<file path="src/hw/rtl/open_loop_foc_pwm_generator_core_defines.svh">
// ----------------------------------------------------------------------------
// Assertion macros for the open-loop FOC PWM generator
// Shared property forms used by the checks at the end of the core module.
// ----------------------------------------------------------------------------
`ifndef OPEN_LOOP_FOC_PWM_GENERATOR_CORE_DEFINES_SVH
`define OPEN_LOOP_FOC_PWM_GENERATOR_CORE_DEFINES_SVH

// The consequent must hold in the same cycle as the antecedent.
`define OFPG_ASSERT_SAME(label, clk, rst_n, ante, cons, msg) \
    label: assert property (@(posedge clk) disable iff (!(rst_n)) (ante) |-> (cons)) \
        else $error(msg);

// The consequent must hold in the cycle after the antecedent.
`define OFPG_ASSERT_NEXT(label, clk, rst_n, ante, cons, msg) \
    label: assert property (@(posedge clk) disable iff (!(rst_n)) (ante) |=> (cons)) \
        else $error(msg);

`endif

</file>
<file path="src/hw/rtl/ofpg_pkg.sv">
// ----------------------------------------------------------------------------
// ofpg_pkg
// Constants, register map and shared types of the open-loop FOC PWM generator.
// ----------------------------------------------------------------------------
package ofpg_pkg;

    // Electrical angle resolution: the angle keeps only its top bits.
    localparam int unsigned SINE_TABLE_BITS = 10;
    localparam logic [31:0] ANGLE_MASK =
        ~((32'h1 << (32 - SINE_TABLE_BITS)) - 32'h1);
    localparam logic [31:0] QUARTER_TURN = 32'h4000_0000;

    // Odd polynomial for one quarter of a sine wave in Q16; the sine limit is Q15.
    localparam logic [16:0] POLY_A = 17'd102944;
    localparam logic [15:0] POLY_B = 16'd42048;
    localparam logic [15:0] POLY_C = 16'd4640;
    localparam logic [16:0] QUARTER_FULL = 17'd65536;
    localparam logic [14:0] SINE_MAX = 15'd32767;

    // sqrt(3) in Q15.
    localparam logic [15:0] SQRT3_Q15 = 16'd56756;

    // Duty numerators are Q30 and scaled by six.
    localparam logic signed [34:0] DUTY_HALF = 35'sh0_C000_0000;
    localparam logic signed [34:0] DUTY_FULL = 35'sh1_8000_0000;

    // floor(q / 6) = (q * RECIP_SIX) >> RECIP_SIX_SHIFT for q below 2^19.
    localparam logic [18:0] RECIP_SIX = 19'd349526;
    localparam int unsigned RECIP_SIX_SHIFT = 21;
    // floor(v / 3) = (v * RECIP_THREE) >> RECIP_THREE_SHIFT for v below 2^17.
    localparam logic [15:0] RECIP_THREE = 16'd43691;
    localparam int unsigned RECIP_THREE_SHIFT = 17;

    localparam int unsigned CFG_INDEX_W = 3;
    localparam int unsigned CFG_DATA_W  = 32;

    typedef enum logic [CFG_INDEX_W-1:0] {
        CFG_SUPPLY           = 3'd0,
        CFG_POLE_PAIRS       = 3'd1,
        CFG_ZERO_OFFSET      = 3'd2,
        CFG_PWM_PERIOD       = 3'd3,
        CFG_MAX_INTERVAL     = 3'd4,
        CFG_DEFAULT_INTERVAL = 3'd5
    } t_cfg_index;

    typedef struct packed {
        logic [15:0] supply;
        logic [6:0]  pole_pairs;
        logic [31:0] zero_offset;
        logic [15:0] pwm_period;
        logic [23:0] max_interval;
        logic [23:0] default_interval;
    } t_cfg;

    localparam t_cfg CFG_RESET = '{
        supply:           16'd12000,
        pole_pairs:       7'd11,
        zero_offset:      32'd0,
        pwm_period:       16'd4200,
        max_interval:     24'd500000,
        default_interval: 24'd1000
    };

endpackage

</file>
<file path="src/hw/rtl/ofpg_cfg.sv">
// ----------------------------------------------------------------------------
// ofpg_cfg
// Configuration register file, written through a plain write port.
// ----------------------------------------------------------------------------
module ofpg_cfg (
    input  logic                               i_clk,
    input  logic                               i_rst_n,
    input  logic                               i_cfg_wr_en,
    input  logic [ofpg_pkg::CFG_INDEX_W-1:0]   i_cfg_index,
    input  logic [ofpg_pkg::CFG_DATA_W-1:0]    i_cfg_data,
    output ofpg_pkg::t_cfg                     o_cfg
);

    ofpg_pkg::t_cfg r_cfg;
    ofpg_pkg::t_cfg n_cfg;

    always_comb begin
        n_cfg = r_cfg;
        if (i_cfg_wr_en) begin
            unique case (ofpg_pkg::t_cfg_index'(i_cfg_index))
                ofpg_pkg::CFG_SUPPLY:           n_cfg.supply = i_cfg_data[15:0];
                ofpg_pkg::CFG_POLE_PAIRS:       n_cfg.pole_pairs = i_cfg_data[6:0];
                ofpg_pkg::CFG_ZERO_OFFSET:      n_cfg.zero_offset = i_cfg_data[31:0];
                ofpg_pkg::CFG_PWM_PERIOD:       n_cfg.pwm_period = i_cfg_data[15:0];
                ofpg_pkg::CFG_MAX_INTERVAL:     n_cfg.max_interval = i_cfg_data[23:0];
                ofpg_pkg::CFG_DEFAULT_INTERVAL: n_cfg.default_interval = i_cfg_data[23:0];
                default: begin
                    // Writes to unmapped indexes are dropped.
                    n_cfg = r_cfg;
                end
            endcase
        end
    end

    always_ff @(posedge i_clk) begin
        if (!i_rst_n) begin
            r_cfg <= ofpg_pkg::CFG_RESET;
        end else begin
            r_cfg <= n_cfg;
        end
    end

    assign o_cfg = r_cfg;

endmodule

</file>
<file path="src/hw/rtl/ofpg_mul.sv">
// ----------------------------------------------------------------------------
// ofpg_mul
// Shared unsigned 32 x 32 multiplier with a registered 64-bit product.
// ----------------------------------------------------------------------------
module ofpg_mul (
    input  logic        i_clk,
    input  logic        i_en,
    input  logic [31:0] i_a,
    input  logic [31:0] i_b,
    output logic [63:0] o_prod
);

    logic [63:0] r_prod;
    logic [63:0] n_prod;

    assign n_prod = {32'd0, i_a} * {32'd0, i_b};

    // The product holds while no new operation is issued.
    always_ff @(posedge i_clk) begin
        if (i_en) begin
            r_prod <= n_prod;
        end
    end

    assign o_prod = r_prod;

endmodule

</file>
<file path="src/hw/rtl/open_loop_foc_pwm_generator_core.sv">
// ----------------------------------------------------------------------------
// open_loop_foc_pwm_generator_core
// Open-loop sinusoidal PWM: advances a shaft angle per control tick and
// produces three PWM compare values plus the quadrature drive voltage.
// ----------------------------------------------------------------------------
// Each input transfer is one control tick and yields exactly one output
// transfer. All multiplications share one 32 x 32 multiplier under a
// sequencer, so the input stalls from a tick's transfer until its result
// is loaded, and a new tick is taken only in idle. The finished result
// sits in an output register, so the next tick can start while the
// previous result is still stalled; only the final load of a result waits
// for that register to empty. There is no clearing pass after reset.
// Configuration should be written only while the block is idle.
module open_loop_foc_pwm_generator_core (
    input  logic                               i_clk,
    input  logic                               i_rst_n,
    input  logic                               i_in_valid,
    output logic                               o_in_stall,
    input  logic [31:0]                        i_timestamp_us,
    input  logic signed [31:0]                 i_target_speed,
    output logic                               o_out_valid,
    input  logic                               i_out_stall,
    output logic [15:0]                        o_compare_phase_a,
    output logic [15:0]                        o_compare_phase_b,
    output logic [15:0]                        o_compare_phase_c,
    output logic [14:0]                        o_drive_millivolts,
    input  logic                               i_cfg_wr_en,
    input  logic [ofpg_pkg::CFG_INDEX_W-1:0]   i_cfg_index,
    input  logic [ofpg_pkg::CFG_DATA_W-1:0]    i_cfg_data
);

`include "open_loop_foc_pwm_generator_core_defines.svh"

    typedef enum logic [22:0] {
        S_IDLE  = 23'd1 << 0,
        S_DT    = 23'd1 << 1,
        S_PHASE = 23'd1 << 2,
        S_EMUL  = 23'd1 << 3,
        S_ANGLE = 23'd1 << 4,
        S_FOLD  = 23'd1 << 5,
        S_Z2    = 23'd1 << 6,
        S_T     = 23'd1 << 7,
        S_TSUB  = 23'd1 << 8,
        S_UMUL  = 23'd1 << 9,
        S_USUB  = 23'd1 << 10,
        S_YMUL  = 23'd1 << 11,
        S_Y     = 23'd1 << 12,
        S_RMUL  = 23'd1 << 13,
        S_RC    = 23'd1 << 14,
        S_NUM   = 23'd1 << 15,
        S_NHI   = 23'd1 << 16,
        S_NLO   = 23'd1 << 17,
        S_Q     = 23'd1 << 18,
        S_DIV   = 23'd1 << 19,
        S_CMP   = 23'd1 << 20,
        S_DRV   = 23'd1 << 21,
        S_OUT   = 23'd1 << 22
    } t_state;

    typedef enum logic [1:0] {
        PH_A = 2'd0,
        PH_B = 2'd1,
        PH_C = 2'd2
    } t_phase_sel;

    ofpg_pkg::t_cfg cfg;

    ofpg_cfg u_cfg (
        .i_clk       (i_clk),
        .i_rst_n     (i_rst_n),
        .i_cfg_wr_en (i_cfg_wr_en),
        .i_cfg_index (i_cfg_index),
        .i_cfg_data  (i_cfg_data),
        .o_cfg       (cfg)
    );

    logic        mul_en;
    logic [31:0] mul_a;
    logic [31:0] mul_b;
    logic [63:0] prod;

    ofpg_mul u_mul (
        .i_clk  (i_clk),
        .i_en   (mul_en),
        .i_a    (mul_a),
        .i_b    (mul_b),
        .o_prod (prod)
    );

    // Control state
    t_state      r_state, n_state;
    logic [31:0] r_last, n_last;
    logic [31:0] r_phase, n_phase;
    logic        r_cos, n_cos;
    t_phase_sel  r_ph, n_ph;
    logic        r_out_valid, n_out_valid;

    // Work registers
    logic [31:0]        r_now, n_now;
    logic [31:0]        r_speed, n_speed;
    logic [31:0]        r_angle, n_angle;
    logic [16:0]        r_z, n_z;
    logic               r_neg, n_neg;
    logic [16:0]        r_z2, n_z2;
    logic [15:0]        r_t, n_t;
    logic [16:0]        r_u, n_u;
    logic signed [15:0] r_sin, n_sin;
    logic signed [15:0] r_cosv, n_cosv;
    logic signed [31:0] r_rc, n_rc;
    logic [32:0]        r_n, n_n;
    logic [32:0]        r_hi, n_hi;
    logic [18:0]        r_q, n_q;
    logic [15:0]        r_cmp_a, n_cmp_a;
    logic [15:0]        r_cmp_b, n_cmp_b;
    logic [15:0]        r_cmp_c, n_cmp_c;

    // Output register
    logic [15:0] r_out_a, n_out_a;
    logic [15:0] r_out_b, n_out_b;
    logic [15:0] r_out_c, n_out_c;
    logic [14:0] r_out_drv, n_out_drv;

    // Combinational helpers
    logic               in_xfer;
    logic               out_free;
    logic [31:0]        dt;
    logic               dt_bad;
    logic [23:0]        dt_eff;
    logic [31:0]        fold_angle;
    logic [15:0]        fold_frac;
    logic [16:0]        fold_z;
    logic [17:0]        y_round;
    logic [16:0]        y_half;
    logic [14:0]        y_mag;
    logic signed [15:0] y_val;
    logic [14:0]        cos_mag;
    logic signed [34:0] sin_ext;
    logic signed [34:0] rc_ext;
    logic signed [34:0] num_raw;
    logic [32:0]        num_clamp;
    logic [48:0]        scaled;
    logic [15:0]        cmp_val;

    assign in_xfer  = i_in_valid && !o_in_stall;
    assign out_free = !r_out_valid || !i_out_stall;

    // Tick interval, replaced by the default when zero, negative or too long.
    assign dt     = r_now - r_last;
    assign dt_bad = (dt == 32'd0) || dt[31] || (dt > {8'd0, cfg.max_interval});
    assign dt_eff = dt_bad ? cfg.default_interval : dt[23:0];

    // Quadrant fold; the second pass of the polynomial evaluates the cosine.
    assign fold_angle = r_cos ? (r_angle + ofpg_pkg::QUARTER_TURN) : r_angle;
    assign fold_frac  = fold_angle[29:14];
    assign fold_z     = fold_angle[30] ? (ofpg_pkg::QUARTER_FULL - {1'b0, fold_frac})
                                       : {1'b0, fold_frac};

    // Round the Q16 polynomial result to Q15 and saturate at full scale.
    assign y_round = {1'b0, prod[32:16]} + 18'd1;
    assign y_half  = y_round[17:1];
    assign y_mag   = (y_half > {2'd0, ofpg_pkg::SINE_MAX}) ? ofpg_pkg::SINE_MAX
                                                          : y_half[14:0];
    assign y_val   = r_neg ? -$signed({1'b0, y_mag}) : $signed({1'b0, y_mag});

    assign cos_mag = r_cosv[15] ? 15'(-r_cosv) : r_cosv[14:0];

    assign sin_ext = 35'(r_sin);
    assign rc_ext  = 35'(r_rc);

    always_comb begin
        unique case (r_ph)
            PH_A:    num_raw = ofpg_pkg::DUTY_HALF - (sin_ext <<< 16);
            PH_B:    num_raw = ofpg_pkg::DUTY_HALF + rc_ext + (sin_ext <<< 15);
            PH_C:    num_raw = ofpg_pkg::DUTY_HALF - rc_ext + (sin_ext <<< 15);
            default: num_raw = ofpg_pkg::DUTY_HALF;
        endcase
    end

    always_comb begin
        priority if (num_raw[34]) begin
            num_clamp = 33'd0;
        end else if (num_raw > ofpg_pkg::DUTY_FULL) begin
            num_clamp = ofpg_pkg::DUTY_FULL[32:0];
        end else begin
            num_clamp = num_raw[32:0];
        end
    end

    // Numerator times period, recombined from its upper 17-bit and lower 16-bit parts.
    assign scaled  = {r_hi, 16'd0} + {17'd0, prod[31:0]};
    assign cmp_val = (cfg.supply == 16'd0) ? 16'd0
                   : prod[ofpg_pkg::RECIP_SIX_SHIFT +: 16];

    // Operand selection for the shared multiplier
    always_comb begin
        mul_en = 1'b1;
        mul_a  = 32'd0;
        mul_b  = 32'd0;
        unique case (r_state)
            S_DT: begin
                mul_a = r_speed;
                mul_b = {8'd0, dt_eff};
            end
            S_EMUL: begin
                mul_a = r_phase;
                mul_b = {25'd0, cfg.pole_pairs};
            end
            S_Z2: begin
                mul_a = {15'd0, r_z};
                mul_b = {15'd0, r_z};
            end
            S_T: begin
                mul_a = {15'd0, prod[32:16]};
                mul_b = {16'd0, ofpg_pkg::POLY_C};
            end
            S_UMUL: begin
                mul_a = {15'd0, r_z2};
                mul_b = {16'd0, r_t};
            end
            S_YMUL: begin
                mul_a = {15'd0, r_z};
                mul_b = {15'd0, r_u};
            end
            S_RMUL: begin
                mul_a = {16'd0, ofpg_pkg::SQRT3_Q15};
                mul_b = {17'd0, cos_mag};
            end
            S_NHI: begin
                mul_a = {15'd0, r_n[32:16]};
                mul_b = {16'd0, cfg.pwm_period};
            end
            S_NLO: begin
                mul_a = {16'd0, r_n[15:0]};
                mul_b = {16'd0, cfg.pwm_period};
            end
            S_DIV: begin
                mul_a = {13'd0, r_q};
                mul_b = {13'd0, ofpg_pkg::RECIP_SIX};
            end
            S_DRV: begin
                mul_a = {16'd0, cfg.supply};
                mul_b = {16'd0, ofpg_pkg::RECIP_THREE};
            end
            default: begin
                mul_en = 1'b0;
            end
        endcase
    end

    // Sequencer
    always_comb begin
        n_state     = r_state;
        n_last      = r_last;
        n_phase     = r_phase;
        n_cos       = r_cos;
        n_ph        = r_ph;
        n_out_valid = r_out_valid;
        n_now       = r_now;
        n_speed     = r_speed;
        n_angle     = r_angle;
        n_z         = r_z;
        n_neg       = r_neg;
        n_z2        = r_z2;
        n_t         = r_t;
        n_u         = r_u;
        n_sin       = r_sin;
        n_cosv      = r_cosv;
        n_rc        = r_rc;
        n_n         = r_n;
        n_hi        = r_hi;
        n_q         = r_q;
        n_cmp_a     = r_cmp_a;
        n_cmp_b     = r_cmp_b;
        n_cmp_c     = r_cmp_c;
        n_out_a     = r_out_a;
        n_out_b     = r_out_b;
        n_out_c     = r_out_c;
        n_out_drv   = r_out_drv;

        if (r_out_valid && !i_out_stall) begin
            n_out_valid = 1'b0;
        end

        unique case (r_state)
            S_IDLE: begin
                if (in_xfer) begin
                    n_now   = i_timestamp_us;
                    n_speed = $unsigned(i_target_speed);
                    n_state = S_DT;
                end
            end
            S_DT: begin
                n_last  = r_now;
                n_state = S_PHASE;
            end
            S_PHASE: begin
                n_phase = r_phase + prod[31:0];
                n_state = S_EMUL;
            end
            S_EMUL: begin
                n_state = S_ANGLE;
            end
            S_ANGLE: begin
                n_angle = (prod[31:0] + cfg.zero_offset) & ofpg_pkg::ANGLE_MASK;
                n_cos   = 1'b0;
                n_state = S_FOLD;
            end
            S_FOLD: begin
                n_z     = fold_z;
                n_neg   = fold_angle[31];
                n_state = S_Z2;
            end
            S_Z2: begin
                n_state = S_T;
            end
            S_T: begin
                n_z2    = prod[32:16];
                n_state = S_TSUB;
            end
            S_TSUB: begin
                n_t     = ofpg_pkg::POLY_B - prod[31:16];
                n_state = S_UMUL;
            end
            S_UMUL: begin
                n_state = S_USUB;
            end
            S_USUB: begin
                n_u     = ofpg_pkg::POLY_A - prod[32:16];
                n_state = S_YMUL;
            end
            S_YMUL: begin
                n_state = S_Y;
            end
            S_Y: begin
                if (r_cos) begin
                    n_cosv  = y_val;
                    n_state = S_RMUL;
                end else begin
                    n_sin   = y_val;
                    n_cos   = 1'b1;
                    n_state = S_FOLD;
                end
            end
            S_RMUL: begin
                n_state = S_RC;
            end
            S_RC: begin
                n_rc    = r_cosv[15] ? -$signed(prod[31:0]) : $signed(prod[31:0]);
                n_ph    = PH_A;
                n_state = S_NUM;
            end
            S_NUM: begin
                n_n     = num_clamp;
                n_state = S_NHI;
            end
            S_NHI: begin
                n_state = S_NLO;
            end
            S_NLO: begin
                n_hi    = prod[32:0];
                n_state = S_Q;
            end
            S_Q: begin
                n_q     = scaled[48:30];
                n_state = S_DIV;
            end
            S_DIV: begin
                n_state = S_CMP;
            end
            S_CMP: begin
                unique case (r_ph)
                    PH_A: begin
                        n_cmp_a = cmp_val;
                        n_ph    = PH_B;
                        n_state = S_NUM;
                    end
                    PH_B: begin
                        n_cmp_b = cmp_val;
                        n_ph    = PH_C;
                        n_state = S_NUM;
                    end
                    default: begin
                        n_cmp_c = cmp_val;
                        n_state = S_DRV;
                    end
                endcase
            end
            S_DRV: begin
                n_state = S_OUT;
            end
            S_OUT: begin
                // Wait here until the previous result has been transferred.
                if (out_free) begin
                    n_out_a     = r_cmp_a;
                    n_out_b     = r_cmp_b;
                    n_out_c     = r_cmp_c;
                    n_out_drv   = prod[ofpg_pkg::RECIP_THREE_SHIFT +: 15];
                    n_out_valid = 1'b1;
                    n_state     = S_IDLE;
                end
            end
            default: begin
                n_state = S_IDLE;
            end
        endcase
    end

    always_ff @(posedge i_clk) begin
        if (!i_rst_n) begin
            r_state     <= S_IDLE;
            r_last      <= 32'd0;
            r_phase     <= 32'd0;
            r_cos       <= 1'b0;
            r_ph        <= PH_A;
            r_out_valid <= 1'b0;
        end else begin
            r_state     <= n_state;
            r_last      <= n_last;
            r_phase     <= n_phase;
            r_cos       <= n_cos;
            r_ph        <= n_ph;
            r_out_valid <= n_out_valid;
        end
    end

    always_ff @(posedge i_clk) begin
        r_now     <= n_now;
        r_speed   <= n_speed;
        r_angle   <= n_angle;
        r_z       <= n_z;
        r_neg     <= n_neg;
        r_z2      <= n_z2;
        r_t       <= n_t;
        r_u       <= n_u;
        r_sin     <= n_sin;
        r_cosv    <= n_cosv;
        r_rc      <= n_rc;
        r_n       <= n_n;
        r_hi      <= n_hi;
        r_q       <= n_q;
        r_cmp_a   <= n_cmp_a;
        r_cmp_b   <= n_cmp_b;
        r_cmp_c   <= n_cmp_c;
        r_out_a   <= n_out_a;
        r_out_b   <= n_out_b;
        r_out_c   <= n_out_c;
        r_out_drv <= n_out_drv;
    end

    assign o_in_stall         = (r_state != S_IDLE);
    assign o_out_valid        = r_out_valid;
    assign o_compare_phase_a  = r_out_a;
    assign o_compare_phase_b  = r_out_b;
    assign o_compare_phase_c  = r_out_c;
    assign o_drive_millivolts = r_out_drv;

    `OFPG_ASSERT_NEXT(a_xfer_starts_tick, i_clk, i_rst_n, in_xfer, (r_state == S_DT), "input transfer did not start the tick sequence")
    `OFPG_ASSERT_SAME(a_result_from_out_state, i_clk, i_rst_n, $rose(r_out_valid), $past(r_state == S_OUT), "result appeared outside the output load step")
    `OFPG_ASSERT_SAME(a_compare_in_period, i_clk, i_rst_n, r_out_valid, ((r_out_a <= cfg.pwm_period) && (r_out_b <= cfg.pwm_period) && (r_out_c <= cfg.pwm_period)), "compare value beyond PWM period")
    `OFPG_ASSERT_SAME(a_fold_in_quarter, i_clk, i_rst_n, (r_state == S_Z2), (r_z <= ofpg_pkg::QUARTER_FULL), "folded angle outside one quarter turn")

endmodule
</file>
<file path="config.mk">
export PLATFORM = sky130hd
export DESIGN_NAME = open_loop_foc_pwm_generator_core
export DESIGN_NICKNAME = d
export VERILOG_FILES = /design/src/hw/rtl/ofpg_pkg.sv /design/src/hw/rtl/ofpg_cfg.sv /design/src/hw/rtl/ofpg_mul.sv /design/src/hw/rtl/open_loop_foc_pwm_generator_core.sv
export VERILOG_INCLUDE_DIRS = /design/src /design/src/hw/rtl
export SDC_FILE = /design/constraint.sdc
export NUM_CORES = 2
export LEC_CHECK = 0
export ABC_AREA = 0
export BUFFER_PORTS_ARGS = -buffer_cell sky130_fd_sc_hd__buf_2
export CAP_MARGIN = 40
export CORE_MARGIN = 8
export CORE_UTILIZATION = 34
export CTS_BUF_LIST = sky130_fd_sc_hd__clkbuf_8 sky130_fd_sc_hd__clkbuf_16
export DETAILED_ROUTE_END_ITERATION = 10
export GPL_ROUTABILITY_DRIVEN = 0
export PLACE_DENSITY = 0.51
export SETUP_SLACK_MARGIN = 0.3
export SYNTH_ARGS = -nofsm -noshare
export SYNTH_HDL_FRONTEND = slang
export SYNTH_SLANG_ARGS = --single-unit
</file>
<file path="constraint.sdc">
create_clock -name i_clk -period 12.4 [get_ports i_clk]
set_input_delay 2.48 -clock i_clk [delete_from_list [all_inputs] [get_ports i_clk]]
set_output_delay 2.48 -clock i_clk [all_outputs]
set_load 0.005 [all_outputs]
</file>
==> impl_results.md <==
* Run status: completed
* Vias in the first global route at 41,053
* Antenna Violating Nets Remaining at 0
* Global-route wire length before repair at 275,000 um
* Row count at 142
* WHS at 415 ps
* Commonest cells post-synth: 891 x nand2_1, 838 x inv_1, 493 x fa_1, 431 x edfxtp_1, 400 x nor2_1
* Yosys reg bits at 641
* Buffers on Ports at 168
* Power Total at 5150 uW
* Util after Layout at 0.395
* Tightest Pin Transition at 1080 ps
* Top-area cell type share of the netlist area at 0.252
* Clock buffer depth at 3
* Family with the most delay on the worst path: adder cells
* R2R depth at 48
* WP data arrival at 12,290 ps
* Root buffer cell: clkbuf_16
* Synth Net Count at 6,355
* Mapped cell area at 51,500 um2
* Post-DP HPWL at 141,000 um
* Critical Path End Type: flop
* Max-slew violation count at 0
* Via Count at 40,916
* Area growth syn-to-layout at 15.3%
* Dpl cell area at 55,700 um2
* Commonest register cell after synthesis: edfxtp_1
* Synth unique cells at 94
* Critical Path RT at 12,810 ps
* I/O Pins at 169
* Slowest cell on crit path: fa_1
* Most common cell in the netlist: nand2_1
* TritonCTS Sinks at 641
* Sequential area share after synthesis at 0.333
* Largest net degree at the start of global routing at 64
* R2R Path End: u_mul.o_prod[36]
* Hold Crit Endpoint: o_compare_phase_c[1]
* Mean post-synth cell area at 9.45 um2
* Layout cells sized above 1 at 0.117
* Die width at 405 um
* Area leader, netlist: edfxtp_1
* Hold crit path type: flop to flop
* Worst Hold Launch: r_cmp_c[1]
* Vias/cell at 5.25
* Initial drt markers at 3,818
* Initial antenna violation count at 18
* Worst Setup Path Type: flop to flop
* CTS clk-pin slew, worst paths at 60 ps
* H-tree depth at 3
* Top cells by area, synth: edfxtp_1 25%, fa_1 19%, dfxtp_1 8.2%, ha_1 7.6%, nand2_1 6.5%
* RSZ-0062 raised after global routing: yes
* Core footprint at 150,000 um2
* Asr flop ratio synth at 0
* Maximum VDD drop at 96.6 uV
* Reg2reg start: r_now[1]
* Final min period at 11,880 ps
* Fin Clk Skew at 64.5 ps
* Slew Limit Headroom at 0.278
* Finished Cell Area at 59,300 um2
* WP buf/inv at 8
* Die area at 164,000 um2
* Leakage at 0.0243 uW
* Die height at 405 um
* Hold-fix buffers, CTS at 0
* Worst skew pair latency at 690 ps
* Placed Cells at 7,592
* Hold path depth at 0
* Final period utilization at 0.958
* Detailed-route wire length per cell at 23.8 um
* Initial Util at 0.343
* Yosys Warn Count at 0
* # nets final at 6,608
* Detailed-route DRC error count at 0
* Max Freq at 84.2 MHz
* Post-Syn Instances at 5,447
* GRT Util Overall at 0.222
* Startpoint type of the worst setup path: flop
* CTS tree: done
* Final Non-Filler Cells at 7,790
* Grt total ovfl at 0
* Final Hold Viols at 0
* Router iterations before antenna repair at 7
* CP peak stage delay at 600 ps
* CP dominant cell by count: fa_1
* Num CTS Buffers at 78
* Highest fanout seen on the critical path at 7
* Number of synthesized flops with an enable pin at 431
* Worst R2R Setup Slack at 520 ps
* WL final at 186,000 um
* Setup-failing EPs final at 0
* Pwr/cell area at 86.9 nW/um2
* Max Cap Viol at 0
## logic make-up (layout without fill, tap and decap cells)
family	count (synthesis)	after routing	synth area share
other	0	8	0
multiplexers	27	27	0.00559
flip-flops	641	641	0.333
XOR/XNOR	259	259	0.0454
AND/OR/NAND/NOR	1795	1795	0.155
adder cells (fa/ha/maj)	804	804	0.267
AO/OA/AOI/OAI	862	862	0.116
buffers and inverters	1059	1378	0.0775
## worst max-delay path by stage
| stage | end | slack, ps | start | cells past startpoint |
|---|---|---|---|---|
| floorplan | u_mul.o_prod[34] | 320 | r_now[10] | 52 |
| global placement | u_mul.o_prod[34] | -120 | r_last[1] | 47 |
| detailed placement | u_mul.o_prod[34] | -130 | r_last[1] | 45 |
| CTS | u_mul.o_prod[33] | 300 | r_now[10] | 52 |
| global route | u_mul.o_prod[36] | -40 | r_now[8] | 49 |
| finish | u_mul.o_prod[36] | 520 | r_now[1] | 48 |
## cells in the final DEF (no fill, tap or decap), drive strengths merged, types with 160 or more instances in the layout
master / count
buf: 389
dfxtp: 210
a21oi: 160
nand2: 891
ha: 311
edfxtp: 431
nor2: 400
inv: 858
fa: 493
xnor2: 189
## state kept, by name, indices dropped and copies added (netlist names), 17 cells and up
| name | flops |
|---|---|
| u_cfg.o_cfg | 119 |
| u_mul.o_prod | 37 |
| r_hi | 33 |
| r_n | 33 |
| r_last | 32 |
| r_now | 32 |
| r_phase | 32 |
| r_rc | 32 |
| r_speed | 32 |
| r_state | 23 |
| r_q | 19 |
| r_u | 17 |
| r_z2 | 17 |
## worst reg2reg max path: cells and delay by family, from the launching register on
family / cells / cell delay, ps
flops: 1 / 420
buf+inv: 8 / 1030
compound gates: 17 / 3890
simple gates: 12 / 1710
xor+xnor: 1 / 80
fa+ha+maj: 10 / 4530
## power breakdown
group          total (uW)  leakage [uW]  switching [uW]  internal (uW)
Sequential           2350       0.00556            39.8           2310
Combinational         484        0.0174             318            166
Clock                2320       0.00131            1020           1300
Total                5150        0.0243            1380           3780
## area by class of cell
| class | count | area [um2] |
|---|---|---|
| Fill cell | 14902 | 90800 |
| Multi-Input combinational cell | 3747 | 31000 |
| Tap cell | 2016 | 2520 |
| Clock inverter | 62 | 569 |
| Timing Repair Buffer | 393 | 2860 |
| Sequential cell | 641 | 17100 |
| Antenna cell | 8 | 20.0 |
| Clock buffer | 84 | 2050 |
| Inverter | 839 | 3150 |
## repair_timing
item / in CTS / in global routing
gates cloned: 1 / 3
endpoints found under the setup margin: 7 / 11
gates resized for setup: 21 / 108
buffers inserted: 10 / 26
pin swaps: 8 / 61
## per-layer routing
metal | up-vias | GRT usage | wire, um
li1 | 18462 | - | -
met2 | 1696 | 0.348 | 81600
met3 | 365 | 0.0433 | 16800
met4 | 8 | 0.0843 | 7760
met1 | 20385 | 0.305 | 79500
met5 | - | 0 | 54
## per-stage QoR
stage / setup WS [ps] / TNS [ps]
3_3_place_gp: -116 / -226
3_5_place_dp: -127 / -248
6_report: 519 / 0
5_1_grt: -38.7 / -62.2
2_1_floorplan: 316 / 0
4_1_cts: 304 / 0
Power figures use the tool's default switching activity.
